<file path="src/hdl/cltq_pkg.sv">
// ----------------------------------------------------------------------------
// cltq_pkg: shared types and constants for the command line token quoter
// Character codes, parse modes, keyword and prefix tables, and the queue
// entry that carries one beat's worth of expansion from front to back.
// ----------------------------------------------------------------------------
package cltq_pkg;

    localparam int DEPTH_MAX  = 255;
    localparam int DEPTH_W    = $clog2(DEPTH_MAX + 1);
    localparam int BODY_MAX   = 7;
    localparam int BCNT_W     = $clog2(BODY_MAX + 1);
    localparam int PREFIX_LEN = 8;
    localparam int IDX_W      = $clog2(PREFIX_LEN + BODY_MAX + 1);
    localparam int FIFO_DEPTH = 4;
    localparam int FIFO_AW    = $clog2(FIFO_DEPTH);

    localparam logic [7:0] CH_NUL     = 8'h00;
    localparam logic [7:0] CH_SPACE   = 8'h20;
    localparam logic [7:0] CH_QUOTE   = 8'h22;
    localparam logic [7:0] CH_BSLASH  = 8'h5C;
    localparam logic [7:0] CH_BAR     = 8'h7C;
    localparam logic [7:0] CH_LPAREN  = 8'h28;
    localparam logic [7:0] CH_RPAREN  = 8'h29;
    localparam logic [7:0] CH_LBRACE  = 8'h7B;
    localparam logic [7:0] CH_RBRACE  = 8'h7D;
    localparam logic [7:0] CH_LBRACK  = 8'h5B;
    localparam logic [7:0] CH_RBRACK  = 8'h5D;
    localparam logic [7:0] CH_LOW_N   = 8'h6E;
    localparam logic [7:0] CH_LOW_T   = 8'h74;

    typedef enum logic [3:0] {
        MODE_BETWEEN  = 4'b0001,
        MODE_GROUP    = 4'b0010,
        MODE_QUOTED   = 4'b0100,
        MODE_UNQUOTED = 4'b1000
    } mode_t;

    typedef enum logic [1:0] {
        GK_PAREN   = 2'd0,
        GK_BRACE   = 2'd1,
        GK_BRACKET = 2'd2
    } gkind_t;

    typedef struct packed {
        logic                          pfx;   // prefix goes out ahead of body
        logic                          done;  // last body byte closes the command
        logic [BCNT_W-1:0]             cnt;
        logic [BODY_MAX-1:0][7:0]      body;
    } cltq_entry_t;

    function automatic logic [7:0] prefix_char(input logic [2:0] i);
        logic [7:0] ch;
        case (i)
            3'd0:    ch = 8'h41; // A
            3'd1:    ch = 8'h49; // I
            3'd2:    ch = 8'h2F; // /
            3'd3:    ch = 8'h31; // 1
            3'd4:    ch = 8'h2E; // .
            3'd5:    ch = 8'h30; // 0
            3'd6:    ch = 8'h30; // 0
            default: ch = CH_SPACE;
        endcase
        return ch;
    endfunction

    function automatic logic [7:0] nil_char(input logic [1:0] i);
        logic [7:0] ch;
        case (i)
            2'd0:    ch = CH_LOW_N;
            2'd1:    ch = 8'h69;
            2'd2:    ch = 8'h6C;
            default: ch = CH_NUL;
        endcase
        return ch;
    endfunction

    function automatic logic [7:0] true_char(input logic [1:0] i);
        logic [7:0] ch;
        case (i)
            2'd0:    ch = CH_LOW_T;
            2'd1:    ch = 8'h72;
            2'd2:    ch = 8'h75;
            default: ch = 8'h65;
        endcase
        return ch;
    endfunction

    function automatic logic [7:0] to_lower(input logic [7:0] c);
        return (c inside {[8'h41:8'h5A]}) ? c + 8'h20 : c;
    endfunction

    function automatic logic [7:0] open_char(input gkind_t k);
        logic [7:0] ch;
        case (k)
            GK_BRACE:   ch = CH_LBRACE;
            GK_BRACKET: ch = CH_LBRACK;
            default:    ch = CH_LPAREN;
        endcase
        return ch;
    endfunction

    function automatic logic [7:0] close_char(input gkind_t k);
        logic [7:0] ch;
        case (k)
            GK_BRACE:   ch = CH_RBRACE;
            GK_BRACKET: ch = CH_RBRACK;
            default:    ch = CH_RPAREN;
        endcase
        return ch;
    endfunction

endpackage

</file>
<file path="src/hdl/command_line_token_quoter.sv">
// ----------------------------------------------------------------------------
// command_line_token_quoter: command text rewriter, top level
// Parser front, entry queue and byte serializer back.
// ----------------------------------------------------------------------------
// Usage:
//   s_axis: one character per beat in tdata; tlast (or a zero byte) ends the
//   command. m_axis: one output character per beat in tdata; tlast marks the
//   final byte caused by an input beat, tuser the closing bar of a command.
//   Each input beat expands to 0..10 output bytes (the 8-byte prefix rides
//   on the first beat of a command). Beats that expand to nothing, such as
//   spaces between arguments, produce no output.
//   Throughput: one input beat per cycle while expansions stay at one byte;
//   the output side moves one byte per cycle, so a beat expanding to N bytes
//   holds the serializer until all N are out. A 4-entry queue decouples the two.
//   Reset clears the parse state and empties the queue. When the receiver
//   stalls, output holds; input keeps flowing until the queue fills, then
//   s_axis_tready drops.
// ----------------------------------------------------------------------------
module command_line_token_quoter (
    input  logic       aclk,
    input  logic       aresetn,
    input  logic       s_axis_tvalid,
    output logic       s_axis_tready,
    input  logic [7:0] s_axis_tdata,   // [7:0] in_byte
    input  logic       s_axis_tlast,
    output logic       m_axis_tvalid,
    input  logic       m_axis_tready,
    output logic [7:0] m_axis_tdata,   // [7:0] out_byte
    output logic       m_axis_tlast,
    output logic       m_axis_tuser    // [0] command_done
);
    import cltq_pkg::*;

    logic        q_push;
    logic        q_pop;
    logic        q_full;
    logic        q_empty;
    cltq_entry_t q_in;
    cltq_entry_t q_head;

    cltq_front u_front (
        .aclk       (aclk),
        .aresetn    (aresetn),
        .in_valid   (s_axis_tvalid),
        .in_byte    (s_axis_tdata),
        .in_end     (s_axis_tlast),
        .in_ready   (s_axis_tready),
        .q_full     (q_full),
        .push       (q_push),
        .push_entry (q_in)
    );

    cltq_fifo u_fifo (
        .aclk       (aclk),
        .aresetn    (aresetn),
        .push       (q_push),
        .push_entry (q_in),
        .pop        (q_pop),
        .full       (q_full),
        .empty      (q_empty),
        .head       (q_head)
    );

    cltq_back u_back (
        .aclk      (aclk),
        .aresetn   (aresetn),
        .q_empty   (q_empty),
        .head      (q_head),
        .pop       (q_pop),
        .out_valid (m_axis_tvalid),
        .out_ready (m_axis_tready),
        .out_byte  (m_axis_tdata),
        .out_last  (m_axis_tlast),
        .out_done  (m_axis_tuser)
    );

endmodule

</file>
<file path="src/hdl/cltq_front.sv">
// ----------------------------------------------------------------------------
// cltq_front: parser and classifier
// Takes one input beat per cycle unless the queue is full, tracks the argument
// parse state and turns each beat with output into one entry listing its bytes.
// ----------------------------------------------------------------------------
module cltq_front (
    input  logic                  aclk,
    input  logic                  aresetn,
    input  logic                  in_valid,
    input  logic [7:0]            in_byte,
    input  logic                  in_end,
    output logic                  in_ready,
    input  logic                  q_full,
    output logic                  push,
    output cltq_pkg::cltq_entry_t push_entry
);
    import cltq_pkg::*;

    mode_t              mode_reg, mode_next;
    logic               prefix_sent_reg, prefix_sent_next;
    gkind_t             gkind_reg, gkind_next;
    logic [DEPTH_W-1:0] depth_reg, depth_next;
    logic               in_str_reg, in_str_next;
    logic               esc_reg, esc_next;
    logic               qla_reg, qla_next;
    logic               aq_reg, aq_next;
    logic               kc_reg, kc_next;
    logic [2:0]         hc_reg, hc_next;
    logic [7:0]         held_reg [4];
    logic [7:0]         held_next [4];

    logic                     accept;
    logic [BODY_MAX-1:0][7:0] bbuf;
    logic [BCNT_W-1:0]        bcnt;
    logic                     done;

    assign in_ready = !q_full;
    assign accept   = in_valid && in_ready;

    always_comb begin
        logic [7:0] c;
        logic       at_end;
        logic       run_uq;
        logic       run_fin;
        logic       aq_e;
        logic       kc_e;
        logic [2:0] hc_e;
        logic [7:0] lc;
        logic [7:0] h0;
        logic       nil_ok;
        logic       true_ok;
        logic       keep;
        c       = in_byte;
        at_end  = in_end || (c == CH_NUL);
        run_uq  = 1'b0;
        run_fin = 1'b0;
        aq_e    = aq_reg;
        kc_e    = kc_reg;
        hc_e    = hc_reg;
        keep    = 1'b0;
        nil_ok  = 1'b0;
        true_ok = 1'b0;
        lc      = to_lower(c);
        h0      = to_lower(held_reg[0]);

        mode_next        = mode_reg;
        prefix_sent_next = 1'b1;
        gkind_next       = gkind_reg;
        depth_next       = depth_reg;
        in_str_next      = in_str_reg;
        esc_next         = esc_reg;
        qla_next         = qla_reg;
        aq_next          = aq_reg;
        kc_next          = kc_reg;
        hc_next          = hc_reg;
        held_next        = held_reg;
        bbuf             = '0;
        bcnt             = '0;
        done             = 1'b0;

        if (at_end) begin
            case (mode_reg)
                MODE_GROUP: begin
                    bbuf[bcnt] = CH_SPACE; bcnt = bcnt + 1'b1;
                end
                MODE_QUOTED: begin
                    bbuf[bcnt] = CH_QUOTE; bcnt = bcnt + 1'b1;
                    bbuf[bcnt] = CH_SPACE; bcnt = bcnt + 1'b1;
                end
                MODE_UNQUOTED: run_fin = 1'b1;
                default: ;
            endcase
        end else begin
            case (mode_reg)
                MODE_GROUP: begin
                    bbuf[bcnt] = c; bcnt = bcnt + 1'b1;
                    if (in_str_reg) begin
                        if (esc_reg)
                            esc_next = 1'b0;
                        else if (c == CH_BSLASH)
                            esc_next = 1'b1;
                        else if (c == CH_QUOTE)
                            in_str_next = 1'b0;
                    end else if (c == CH_QUOTE) begin
                        in_str_next = 1'b1;
                    end else if (c == close_char(gkind_reg)) begin
                        depth_next = (depth_reg != '0) ? depth_reg - 1'b1 : depth_reg;
                        if (depth_next == '0) begin
                            bbuf[bcnt] = CH_SPACE; bcnt = bcnt + 1'b1;
                            mode_next  = MODE_BETWEEN;
                        end
                    end else if (c == open_char(gkind_reg)) begin
                        if (depth_reg < DEPTH_W'(DEPTH_MAX))
                            depth_next = depth_reg + 1'b1;
                    end
                end
                MODE_QUOTED: begin
                    if (esc_reg) begin
                        esc_next = 1'b0;
                        if (c == CH_QUOTE) begin
                            bbuf[bcnt] = CH_BSLASH; bcnt = bcnt + 1'b1;
                            bbuf[bcnt] = CH_QUOTE;  bcnt = bcnt + 1'b1;
                            keep = 1'b1;
                        end else begin
                            bbuf[bcnt] = CH_BSLASH; bcnt = bcnt + 1'b1;
                            bbuf[bcnt] = CH_BSLASH; bcnt = bcnt + 1'b1;
                        end
                    end
                    if (!keep) begin
                        if (c == CH_BSLASH) begin
                            esc_next = 1'b1;
                        end else if (c == CH_QUOTE) begin
                            bbuf[bcnt] = CH_QUOTE; bcnt = bcnt + 1'b1;
                            bbuf[bcnt] = CH_SPACE; bcnt = bcnt + 1'b1;
                            mode_next  = MODE_BETWEEN;
                        end else begin
                            bbuf[bcnt] = c; bcnt = bcnt + 1'b1;
                        end
                    end
                    keep = 1'b0;
                end
                MODE_UNQUOTED: begin
                    if (c == CH_SPACE)
                        run_fin = 1'b1;
                    else
                        run_uq = 1'b1;
                end
                MODE_BETWEEN: begin
                    if (c == CH_LPAREN || c == CH_LBRACE || c == CH_LBRACK) begin
                        gkind_next  = (c == CH_LBRACE) ? GK_BRACE :
                                      (c == CH_LBRACK) ? GK_BRACKET : GK_PAREN;
                        depth_next  = DEPTH_W'(1);
                        in_str_next = 1'b0;
                        esc_next    = 1'b0;
                        bbuf[bcnt]  = c; bcnt = bcnt + 1'b1;
                        mode_next   = MODE_GROUP;
                    end else if (c == CH_QUOTE) begin
                        esc_next   = 1'b0;
                        bbuf[bcnt] = CH_QUOTE; bcnt = bcnt + 1'b1;
                        mode_next  = MODE_QUOTED;
                    end else if (c != CH_SPACE) begin
                        // bare argument: wrap later ones unless they lead with a digit
                        aq_e      = qla_reg && !(c inside {[8'h30:8'h39]});
                        kc_e      = aq_e;
                        hc_e      = 3'd0;
                        aq_next   = aq_e;
                        kc_next   = aq_e;
                        hc_next   = 3'd0;
                        mode_next = MODE_UNQUOTED;
                        run_uq    = 1'b1;
                    end
                end
                default: ;
            endcase
        end

        if (run_uq) begin
            nil_ok  = (hc_e < 3'd3) && (lc == nil_char(hc_e[1:0])) &&
                      ((hc_e == 3'd0) || (h0 == CH_LOW_N));
            true_ok = (hc_e < 3'd4) && (lc == true_char(hc_e[1:0])) &&
                      ((hc_e == 3'd0) || (h0 == CH_LOW_T));
            if (aq_e && kc_e) begin
                if (hc_e < 3'd4) begin
                    held_next[hc_e[1:0]] = c;
                    if (nil_ok || true_ok) begin
                        hc_next = hc_e + 1'b1;
                        keep    = 1'b1;
                    end
                end
                if (!keep) begin
                    // can no longer spell a keyword: release what was held
                    bbuf[bcnt] = CH_QUOTE; bcnt = bcnt + 1'b1;
                    for (int i = 0; i < 4; i++) begin
                        if (3'(i) < hc_e) begin
                            bbuf[bcnt] = held_reg[i]; bcnt = bcnt + 1'b1;
                        end
                    end
                    hc_next = 3'd0;
                    kc_next = 1'b0;
                end
            end
            if (!keep) begin
                if (c == CH_BSLASH) begin
                    bbuf[bcnt] = CH_BSLASH; bcnt = bcnt + 1'b1;
                end
                bbuf[bcnt] = c; bcnt = bcnt + 1'b1;
            end
        end

        if (run_fin) begin
            if (aq_e) begin
                if (kc_e && hc_e == 3'd3 && h0 == CH_LOW_N) begin
                    for (int i = 0; i < 3; i++) begin
                        bbuf[bcnt] = nil_char(2'(i)); bcnt = bcnt + 1'b1;
                    end
                end else if (kc_e && hc_e == 3'd4) begin
                    for (int i = 0; i < 4; i++) begin
                        bbuf[bcnt] = true_char(2'(i)); bcnt = bcnt + 1'b1;
                    end
                end else begin
                    if (kc_e) begin
                        bbuf[bcnt] = CH_QUOTE; bcnt = bcnt + 1'b1;
                        for (int i = 0; i < 4; i++) begin
                            if (3'(i) < hc_e) begin
                                bbuf[bcnt] = held_reg[i]; bcnt = bcnt + 1'b1;
                            end
                        end
                    end
                    bbuf[bcnt] = CH_QUOTE; bcnt = bcnt + 1'b1;
                end
            end
            bbuf[bcnt] = CH_SPACE; bcnt = bcnt + 1'b1;
            hc_next   = 3'd0;
            kc_next   = 1'b0;
            aq_next   = 1'b0;
            qla_next  = 1'b1;
            mode_next = MODE_BETWEEN;
        end

        if (at_end) begin
            bbuf[bcnt]       = CH_BAR; bcnt = bcnt + 1'b1;
            done             = 1'b1;
            mode_next        = MODE_BETWEEN;
            prefix_sent_next = 1'b0;
            gkind_next       = GK_PAREN;
            depth_next       = '0;
            in_str_next      = 1'b0;
            esc_next         = 1'b0;
            qla_next         = 1'b0;
            aq_next          = 1'b0;
            kc_next          = 1'b0;
            hc_next          = 3'd0;
        end
    end

    assign push_entry.pfx  = !prefix_sent_reg;
    assign push_entry.done = done;
    assign push_entry.cnt  = bcnt;
    assign push_entry.body = bbuf;
    assign push = accept && (!prefix_sent_reg || bcnt != '0);

    always_ff @(posedge aclk) begin
        if (!aresetn) begin
            mode_reg        <= MODE_BETWEEN;
            prefix_sent_reg <= 1'b0;
            gkind_reg       <= GK_PAREN;
            depth_reg       <= '0;
            in_str_reg      <= 1'b0;
            esc_reg         <= 1'b0;
            qla_reg         <= 1'b0;
            aq_reg          <= 1'b0;
            kc_reg          <= 1'b0;
            hc_reg          <= 3'd0;
        end else if (accept) begin
            mode_reg        <= mode_next;
            prefix_sent_reg <= prefix_sent_next;
            gkind_reg       <= gkind_next;
            depth_reg       <= depth_next;
            in_str_reg      <= in_str_next;
            esc_reg         <= esc_next;
            qla_reg         <= qla_next;
            aq_reg          <= aq_next;
            kc_reg          <= kc_next;
            hc_reg          <= hc_next;
        end
    end

    // held bytes are only read below hc_reg, so no reset
    always_ff @(posedge aclk) begin
        if (accept) begin
            held_reg <= held_next;
        end
    end

endmodule

</file>
<file path="src/hdl/cltq_fifo.sv">
// ----------------------------------------------------------------------------
// cltq_fifo: entry queue between parser and serializer
// Small register queue; lets the parser keep taking beats while the
// serializer drains a multi-byte expansion.
// ----------------------------------------------------------------------------
module cltq_fifo (
    input  logic                  aclk,
    input  logic                  aresetn,
    input  logic                  push,
    input  cltq_pkg::cltq_entry_t push_entry,
    input  logic                  pop,
    output logic                  full,
    output logic                  empty,
    output cltq_pkg::cltq_entry_t head
);
    import cltq_pkg::*;

    cltq_entry_t          mem_reg [FIFO_DEPTH];
    logic [FIFO_AW-1:0]   wptr_reg, wptr_next;
    logic [FIFO_AW-1:0]   rptr_reg, rptr_next;
    logic [FIFO_AW:0]     count_reg, count_next;

    assign full  = (count_reg == (FIFO_AW + 1)'(FIFO_DEPTH));
    assign empty = (count_reg == '0);
    assign head  = mem_reg[rptr_reg];

    always_comb begin
        wptr_next  = push ? wptr_reg + 1'b1 : wptr_reg;
        rptr_next  = pop  ? rptr_reg + 1'b1 : rptr_reg;
        count_next = count_reg + (FIFO_AW + 1)'(push) - (FIFO_AW + 1)'(pop);
    end

    always_ff @(posedge aclk) begin
        if (!aresetn) begin
            wptr_reg  <= '0;
            rptr_reg  <= '0;
            count_reg <= '0;
        end else begin
            wptr_reg  <= wptr_next;
            rptr_reg  <= rptr_next;
            count_reg <= count_next;
        end
    end

    always_ff @(posedge aclk) begin
        if (push) begin
            mem_reg[wptr_reg] <= push_entry;
        end
    end

endmodule

</file>
<file path="src/hdl/cltq_back.sv">
// ----------------------------------------------------------------------------
// cltq_back: byte serializer
// Walks the head queue entry one output beat per cycle while out_ready is high:
// prefix bytes first when flagged, then the body bytes; pops it on its last beat.
// ----------------------------------------------------------------------------
module cltq_back (
    input  logic                  aclk,
    input  logic                  aresetn,
    input  logic                  q_empty,
    input  cltq_pkg::cltq_entry_t head,
    output logic                  pop,
    output logic                  out_valid,
    input  logic                  out_ready,
    output logic [7:0]            out_byte,
    output logic                  out_last,
    output logic                  out_done
);
    import cltq_pkg::*;

    logic [IDX_W-1:0] idx_reg, idx_next;
    logic [IDX_W-1:0] off;
    logic [IDX_W-1:0] total;
    logic [IDX_W-1:0] bpos;
    logic             take;

    assign off   = head.pfx ? IDX_W'(PREFIX_LEN) : '0;
    assign total = off + IDX_W'(head.cnt);
    assign bpos  = idx_reg - off;

    assign out_valid = !q_empty;
    assign out_last  = (idx_reg == total - 1'b1);
    assign out_done  = head.done && out_last;
    assign out_byte  = (head.pfx && idx_reg < IDX_W'(PREFIX_LEN))
                     ? prefix_char(idx_reg[2:0])
                     : head.body[bpos[BCNT_W-1:0]];

    assign take = out_valid && out_ready;
    assign pop  = take && out_last;

    always_comb begin
        idx_next = idx_reg;
        if (take)
            idx_next = out_last ? '0 : idx_reg + 1'b1;
    end

    always_ff @(posedge aclk) begin
        if (!aresetn) begin
            idx_reg <= '0;
        end else begin
            idx_reg <= idx_next;
        end
    end

endmodule

</file>
<file path="config.mk">
export PLATFORM = sky130hd
export DESIGN_NAME = command_line_token_quoter
export DESIGN_NICKNAME = d
export VERILOG_FILES = /design/src/hdl/cltq_pkg.sv /design/src/hdl/command_line_token_quoter.sv /design/src/hdl/cltq_front.sv /design/src/hdl/cltq_fifo.sv /design/src/hdl/cltq_back.sv
export SDC_FILE = /design/constraint.sdc
export NUM_CORES = 1
export LEC_CHECK = 0
export BUFFER_PORTS_ARGS = -buffer_cell sky130_fd_sc_hd__buf_2
export CORE_ASPECT_RATIO = 1.4
export CORE_MARGIN = 2
export CORE_UTILIZATION = 54
export DETAILED_ROUTE_END_ITERATION = 7
export MAX_ROUTING_LAYER = met4
export PLACE_DENSITY = 0.73
export SYNTH_ARGS = -nofsm -noshare
export SYNTH_HDL_FRONTEND = slang
export SYNTH_SLANG_ARGS = --single-unit
</file>
<file path="constraint.sdc">
create_clock -name aclk -period 43.8 [get_ports aclk]
set_input_delay 4.38 -clock aclk [delete_from_list [all_inputs] [get_ports aclk]]
set_output_delay 4.38 -clock aclk [all_outputs]
set_load 0.005 [all_outputs]
</file>
==> results of run 1 <==
cells by family after synthesis:
kind of cell / count (synthesis)
AND/OR/NAND/NOR: 1001
XOR/XNOR: 52
flip-flops: 312
multiplexers: 111
AO/OA/AOI/OAI: 897
adder cells (fa/ha/maj): 42
buffers and inverters: 297
stage by stage:
stage / hold slack, ns / utilization / cell area (µm²)
2_1_floorplan: 0.436 / - / 24600
3_3_place_gp: 0.484 / 0.563 / 25400
3_5_place_dp: 0.523 / 0.564 / 25400
4_1_cts: 0.529 / 0.586 / 26400
layer usage:
metal,track usage,GRT overflow
met2,0.833,24
met5,-,-
met4,0.608,8
met1,0.616,0
met3,0.297,0
==> summary.md, run 1 <==
| Metric | Value |
|---|---|
| Stop stage | `global routing (5_1_grt)` |
| Result of the run | `stopped before the end` |
| Average size of a mapped cell | `9.09 µm²` |
| Share of cell area taken by muxes after synthesis | `0.0812` |
| Cell at the root of the clock tree | `sky130_fd_sc_hd__clkbuf_16` |
| Detailed Place HPWL | `93.8 mm` |
| Via count of the first global-routing pass | `27000` |
| Quantity of I/O buffers inserted on ports | `24` |
| Area leader, netlist | `sky130_fd_sc_hd__edfxtp_1` |
| Syn. warnings | `0` |
| Number of rows created at floorplan | `92` |
| Main combinational cell family by area after synthesis | `compound AO/OA/AOI/OAI gates` |
| Die width | `185 µm` |
| Post-synth EDFFs | `276` |
| Top cells by area, synth | `sky130_fd_sc_hd__edfxtp_1 34%, sky130_fd_sc_hd__mux4_2 6.3%, sky130_fd_sc_hd__nand2_1 4.2%, sky130_fd_sc_hd__nor2_1 3.8%, sky130_fd_sc_hd__a21oi_1 3.4%` |
| Resized Gates After CTS | `0` |
| Dpl ws | `23.31 ns` |
| Most common cell in the synthesized netlist | `sky130_fd_sc_hd__edfxtp_1` |
| Cell count after placement | `3207` |
| Number of H-tree levels | `1` |
| Top flip-flop cell by instance count after synthesis | `sky130_fd_sc_hd__edfxtp_1` |
| Initial core utilization | `0.548` |
| Asr flop ratio synth | `0` |
| Inserted Clock Buffers | `30` |
| Share of the synthesized area in compound gates (AO/OA/AOI/OAI) | `0.262` |
| Number of top-level design ports | `25` |
| Deepest clock path buffer count | `3` |
| Post-Syn Instances | `2712` |
| Area share of the largest cell type after synthesis | `0.336` |
| Number of flip-flops and latches in the synthesized netlist | `312` |
| Vertical die dimension | `257 µm` |
| Total standard cell area after synthesis | `24600 µm²` |
| Final RePlAce weighted congestion | `1.34` |
| Largest net degree at the start of global routing | `62` |
| Ranking of synthesized cells by instance count | `276 x sky130_fd_sc_hd__edfxtp_1, 273 x sky130_fd_sc_hd__nand2_1, 250 x sky130_fd_sc_hd__nor2_1, 170 x sky130_fd_sc_hd__clkbuf_1, 166 x sky130_fd_sc_hd__a21oi_1` |
| Global routing usage summed across all routing layers | `0.610` |
| Adder-Cell Fraction of Synth Area | `0.0216` |
| Grt total ovfl | `32` |
| CTS Hold Buffers Added | `0` |
| Post-synth cell types | `125` |
| Global-route wire length before repair | `201 mm` |
| Post-synthesis share of cell area spent on and, or, nand and nor gates | `0.200` |
| Error text reported by the tool | `[ERROR GRT-0116] Global routing finished with congestion. Check the congestion regions in the DRC Viewer.` |
| Post-synthesis xor/xnor area fraction | `0.0214` |
| Number of sinks driven by the clock tree | `312` |
| Setup bufs post-CTS | `0` |
| Sequential cell area fraction in the yosys report | `0.366` |
| Mapped Nets | `2767` |
==> run 2: changes to the inputs <==
--- a/config.mk
+++ b/config.mk
@@ -6,12 +6,10 @@
 export NUM_CORES = 1
 export LEC_CHECK = 0
 export BUFFER_PORTS_ARGS = -buffer_cell sky130_fd_sc_hd__buf_2
-export CORE_ASPECT_RATIO = 1.4
 export CORE_MARGIN = 2
-export CORE_UTILIZATION = 54
+export CORE_UTILIZATION = 39
 export DETAILED_ROUTE_END_ITERATION = 7
-export MAX_ROUTING_LAYER = met4
-export PLACE_DENSITY = 0.73
+export PLACE_DENSITY_LB_ADDON = 0.15
 export SYNTH_ARGS = -nofsm -noshare
 export SYNTH_HDL_FRONTEND = slang
 export SYNTH_SLANG_ARGS = --single-unit
==> run 2 against run 1 <==
Against the previous run:
- synthesized cell count stayed put
- synthesized area stayed put
- the run now ends clean
==> summary.md, run 2 <==
| Metric | Value |
|---|---|
| Result of the run | `complete, no violations` |
| Slack of the worst reg-to-reg path | `27.39 ns` |
| FF-to-FF Start | `u_front.mode_reg[0]` |
| Number of flip-flops in the largest register | `244` |
| Critical Path Max Stage Delay | `0.90 ns` |
| Switching component of the power | `279 µW` |
| Post-synth EDFFs | `276 (unchanged)` |
| Die width | `255 µm (+38%)` |
| Number of DRC markers in iteration 0 | `3322` |
| Capturing element type of the critical path | `register` |
| Setup bufs post-CTS | `0 (unchanged)` |
| Max-slew violation total from the final report | `0` |
| Final RePlAce weighted congestion | `1.07 (-20%)` |
| Detailed Place HPWL | `94.9 mm (+1.1%)` |
| Fraction of layout cells with a size suffix above 1 | `0.139` |
| Required @ worst endpoint | `43.98 ns` |
| Top flip-flop cell by instance count after synthesis | `sky130_fd_sc_hd__edfxtp_1` |
| Ratio of total power to cell area | `32.5 nW/µm²` |
| Global-route wire length before repair | `181 mm` |
| Number of flip-flops and latches in the synthesized netlist | `312 (unchanged)` |
| Clock-pin slew on the worst setup and hold paths | `0.06 ns` |
| Deepest clock path buffer count | `3 (unchanged)` |
| Clock tree from TritonCTS | `done` |
| Quantity of I/O buffers inserted on ports | `24 (unchanged)` |
| Final non-filler cell total | `3531` |
| Critical path class | `in2reg` |
| Syn. warnings | `0 (unchanged)` |
| Metal-1 WL | `49.3 mm` |
| Hold_sp | `u_fifo.wptr_reg[1]` |
| Top cells by area, synth | `sky130_fd_sc_hd__edfxtp_1 34%, sky130_fd_sc_hd__mux4_2 6.3%, sky130_fd_sc_hd__nand2_1 4.2%, sky130_fd_sc_hd__nor2_1 3.8%, sky130_fd_sc_hd__a21oi_1 3.4%` |
| Worst flop-to-flop path endpoint | `u_fifo.mem_reg[1][36]` |
| Core area | `62700 µm²` |
| Vertical die dimension | `255 µm (-0.54%)` |
| Net switching fraction of the power | `0.319` |
| Area share of the largest cell type after synthesis | `0.336 (unchanged)` |
| Post-DR wirelength/cell | `36.8 µm` |
| Slowest cell on crit path | `sky130_fd_sc_hd__ha_1` |
| Largest net degree at the start of global routing | `62` |
| Mapped Nets | `2767 (unchanged)` |
| Most frequent CP cell | `sky130_fd_sc_hd__ha_1` |
| Die Area | `65200 µm²` |
| Resized Gates After CTS | `0 (unchanged)` |
| Ranking of synthesized cells by instance count | `276 x sky130_fd_sc_hd__edfxtp_1, 273 x sky130_fd_sc_hd__nand2_1, 250 x sky130_fd_sc_hd__nor2_1, 170 x sky130_fd_sc_hd__clkbuf_1, 166 x sky130_fd_sc_hd__a21oi_1` |
| Cell at the root of the clock tree | `sky130_fd_sc_hd__clkbuf_16` |
| Leakage | `0.00896 µW` |
| Number of rows created at floorplan | `92 (unchanged)` |
| Crit path arrival time | `20.69 ns` |
| Area leader, netlist | `sky130_fd_sc_hd__edfxtp_1` |
| Number of top-level design ports | `25 (unchanged)` |
| Initial core utilization | `0.393 (-0.155)` |
| Critical path startpoint | `s_axis_tdata[5]` |
| Asr flop ratio synth | `0 (unchanged)` |
| Layout overhead on the synthesized area | `9.43%` |
| Sequential cell fraction of total power | `0.418` |
| Initial antenna violation count | `1` |
| Number of failing hold endpoints at the final stage | `0` |
| Total standard cell area after synthesis | `24600 µm² (unchanged)` |
| Cell count after placement | `3463 (+8.0%)` |
| Number of sinks driven by the clock tree | `312 (unchanged)` |
| Final wirelength | `130 mm` |
| Number of nets at the end of the flow | `2710` |
| Sequential cell area fraction in the yosys report | `0.366 (unchanged)` |
| Clk network pwr share | `0.345` |
| CTS Hold Buffers Added | `0 (unchanged)` |
| Pre-antenna DRT Iters | `6` |
| IR drop worst, VDD | `0.0284 mV` |
| Routed via count divided by cell count | `7.11` |
| Unrepaired setup endpoints after global routing | `no` |
| Min cycle time layout | `20.51 ns` |
| Leading cell types in the layout, fill and taps excluded | `276 x sky130_fd_sc_hd__edfxtp_1, 273 x sky130_fd_sc_hd__nand2_1, 249 x sky130_fd_sc_hd__nor2_1` |
| Post-synth cell types | `125 (unchanged)` |
| Hold path endpoint | `u_fifo.wptr_reg[1]` |
| Worst-case headroom to the max-slew limit | `0.142` |
| Via count of the first global-routing pass | `23300` |
| Top Layer Used | `met5` |
| Most common cell in the synthesized netlist | `sky130_fd_sc_hd__edfxtp_1` |
| Share of total power in combinational logic | `0.237` |
| Final instance area | `27000 µm²` |
| Path type of the worst min-delay path | `reg2reg` |
| Count of antenna-violating nets left after detailed routing | `0` |
| Met2 wire len | `57.0 mm` |
| Largest fanout on the critical path | `61` |
| Post-Syn Instances | `2712 (unchanged)` |
| Met3 wire len | `13.2 mm` |
| Tcrit/Tclk final | `0.468` |
| Average size of a mapped cell | `9.09 µm² (unchanged)` |
| Grt total ovfl | `0` |
| Number of H-tree levels | `2 (+1)` |
| Vias after detailed routing | `25100` |
| Number of remaining DRC errors | `0` |
| Inserted Clock Buffers | `36 (+20%)` |
| Maximum clock skew at final layout | `0.0310 ns` |
| Accumulated negative setup slack | `0 ns` |
| Number of setup violations in the final report | `0` |
| Max_cap viols | `0` |
| Worst-Margin Slew | `1.28 ns` |
| Maximum achievable frequency | `0.0488 GHz` |
| Most frequent standard cell in the layout excluding fill and tap cells | `sky130_fd_sc_hd__edfxtp_1` |
| Worst setup SP type | `input port` |
| Internal portion of total power | `597 µW` |
| Clock network latency to the later pin of the worst-skew pair | `0.58 ns` |
| Number of cells on the worst reg-to-reg path | `51` |
| DP Area | `25800 µm² (+1.6%)` |
| Global routing usage summed across all routing layers | `0.386` |
| Instance count along the most critical hold path | `2` |
[run 2: cell counts after synthesis]
No cell type changed its count.
[run 2: how the worst max path moves through the flow]
stage | cells past startpoint | slack (ns) | end
final | 55 | 23.29 | u_fifo.mem_reg[1][36]
after global routing | 55 | 22.54 | u_fifo.mem_reg[0][51]
after CTS | 55 | 23.67 | u_fifo.mem_reg[0][34]
after detailed placement | 55 | 23.12 | u_fifo.mem_reg[0][48]
after global placement | 55 | 23.63 | u_fifo.mem_reg[0][32]
after floorplan | 66 | 24.72 | u_fifo.mem_reg[0][0]
[run 2: layer usage]
| layer | global-route usage | up-vias |
|---|---|---|
| met5 | 0 | - |
| met4 | 0.254 | 2 |
| met3 | 0.0915 | 528 |
| met2 | 0.596 | 1744 |
| met1 | 0.482 | 12300 |
| li1 | - | 10500 |
[run 2: area by class of cell]
class | count | area, µm²
timing repair buffer | 129 | 908
tap | 846 | 1060
antenna | 3 | 7.51
clock buffer | 41 | 941
inverter | 73 | 277
clock inverter | 24 | 238
fill | 6168 | 35800
sequential | 312 | 9010
multi-input combinational | 2103 | 14500
[run 2: per-stage QoR]
stage	setup slack, ns	power [µW]	hold WS [ns]	util
finish	23.29	876	0.506	0.430
global route	22.54	908	0.549	0.430
CTS	23.67	879	0.508	0.430
detailed placement	23.12	577	0.499	0.411
global placement	23.63	574	0.485	0.411
floorplan	24.72	500	0.436	-
[run 2: worst max-delay path: cells and delay by family]
family / cells / cell delay (ns)
adder cells (fa/ha/maj): 13 / 5.09
AND/OR/NAND/NOR: 19 / 4.14
AO/OA/AOI/OAI: 12 / 3.20
buffers and inverters: 6 / 2.29
multiplexers: 3 / 0.83
XOR/XNOR: 2 / 0.59
[run 2: logic make-up after synthesis]
group | synth area share
adders and majority gates | 0.0216
AOI/OAI and AO/OA | 0.262
buffers and inverters | 0.0476
xor gates and xnor gates | 0.0214
and+or+nand+nor | 0.200
muxes | 0.0812
DFF | 0.366
[run 2: power groups by stage]
stage                     clock network [µW]  registers, µW  logic (µW)
after floorplan                            0            369         131
after global placement                     0            371         203
after detailed placement                   0            373         204
after CTS                                308            367         204
after global routing                     319            369         219
final                                    303            366         207
(Power assumes the default switching activity.)
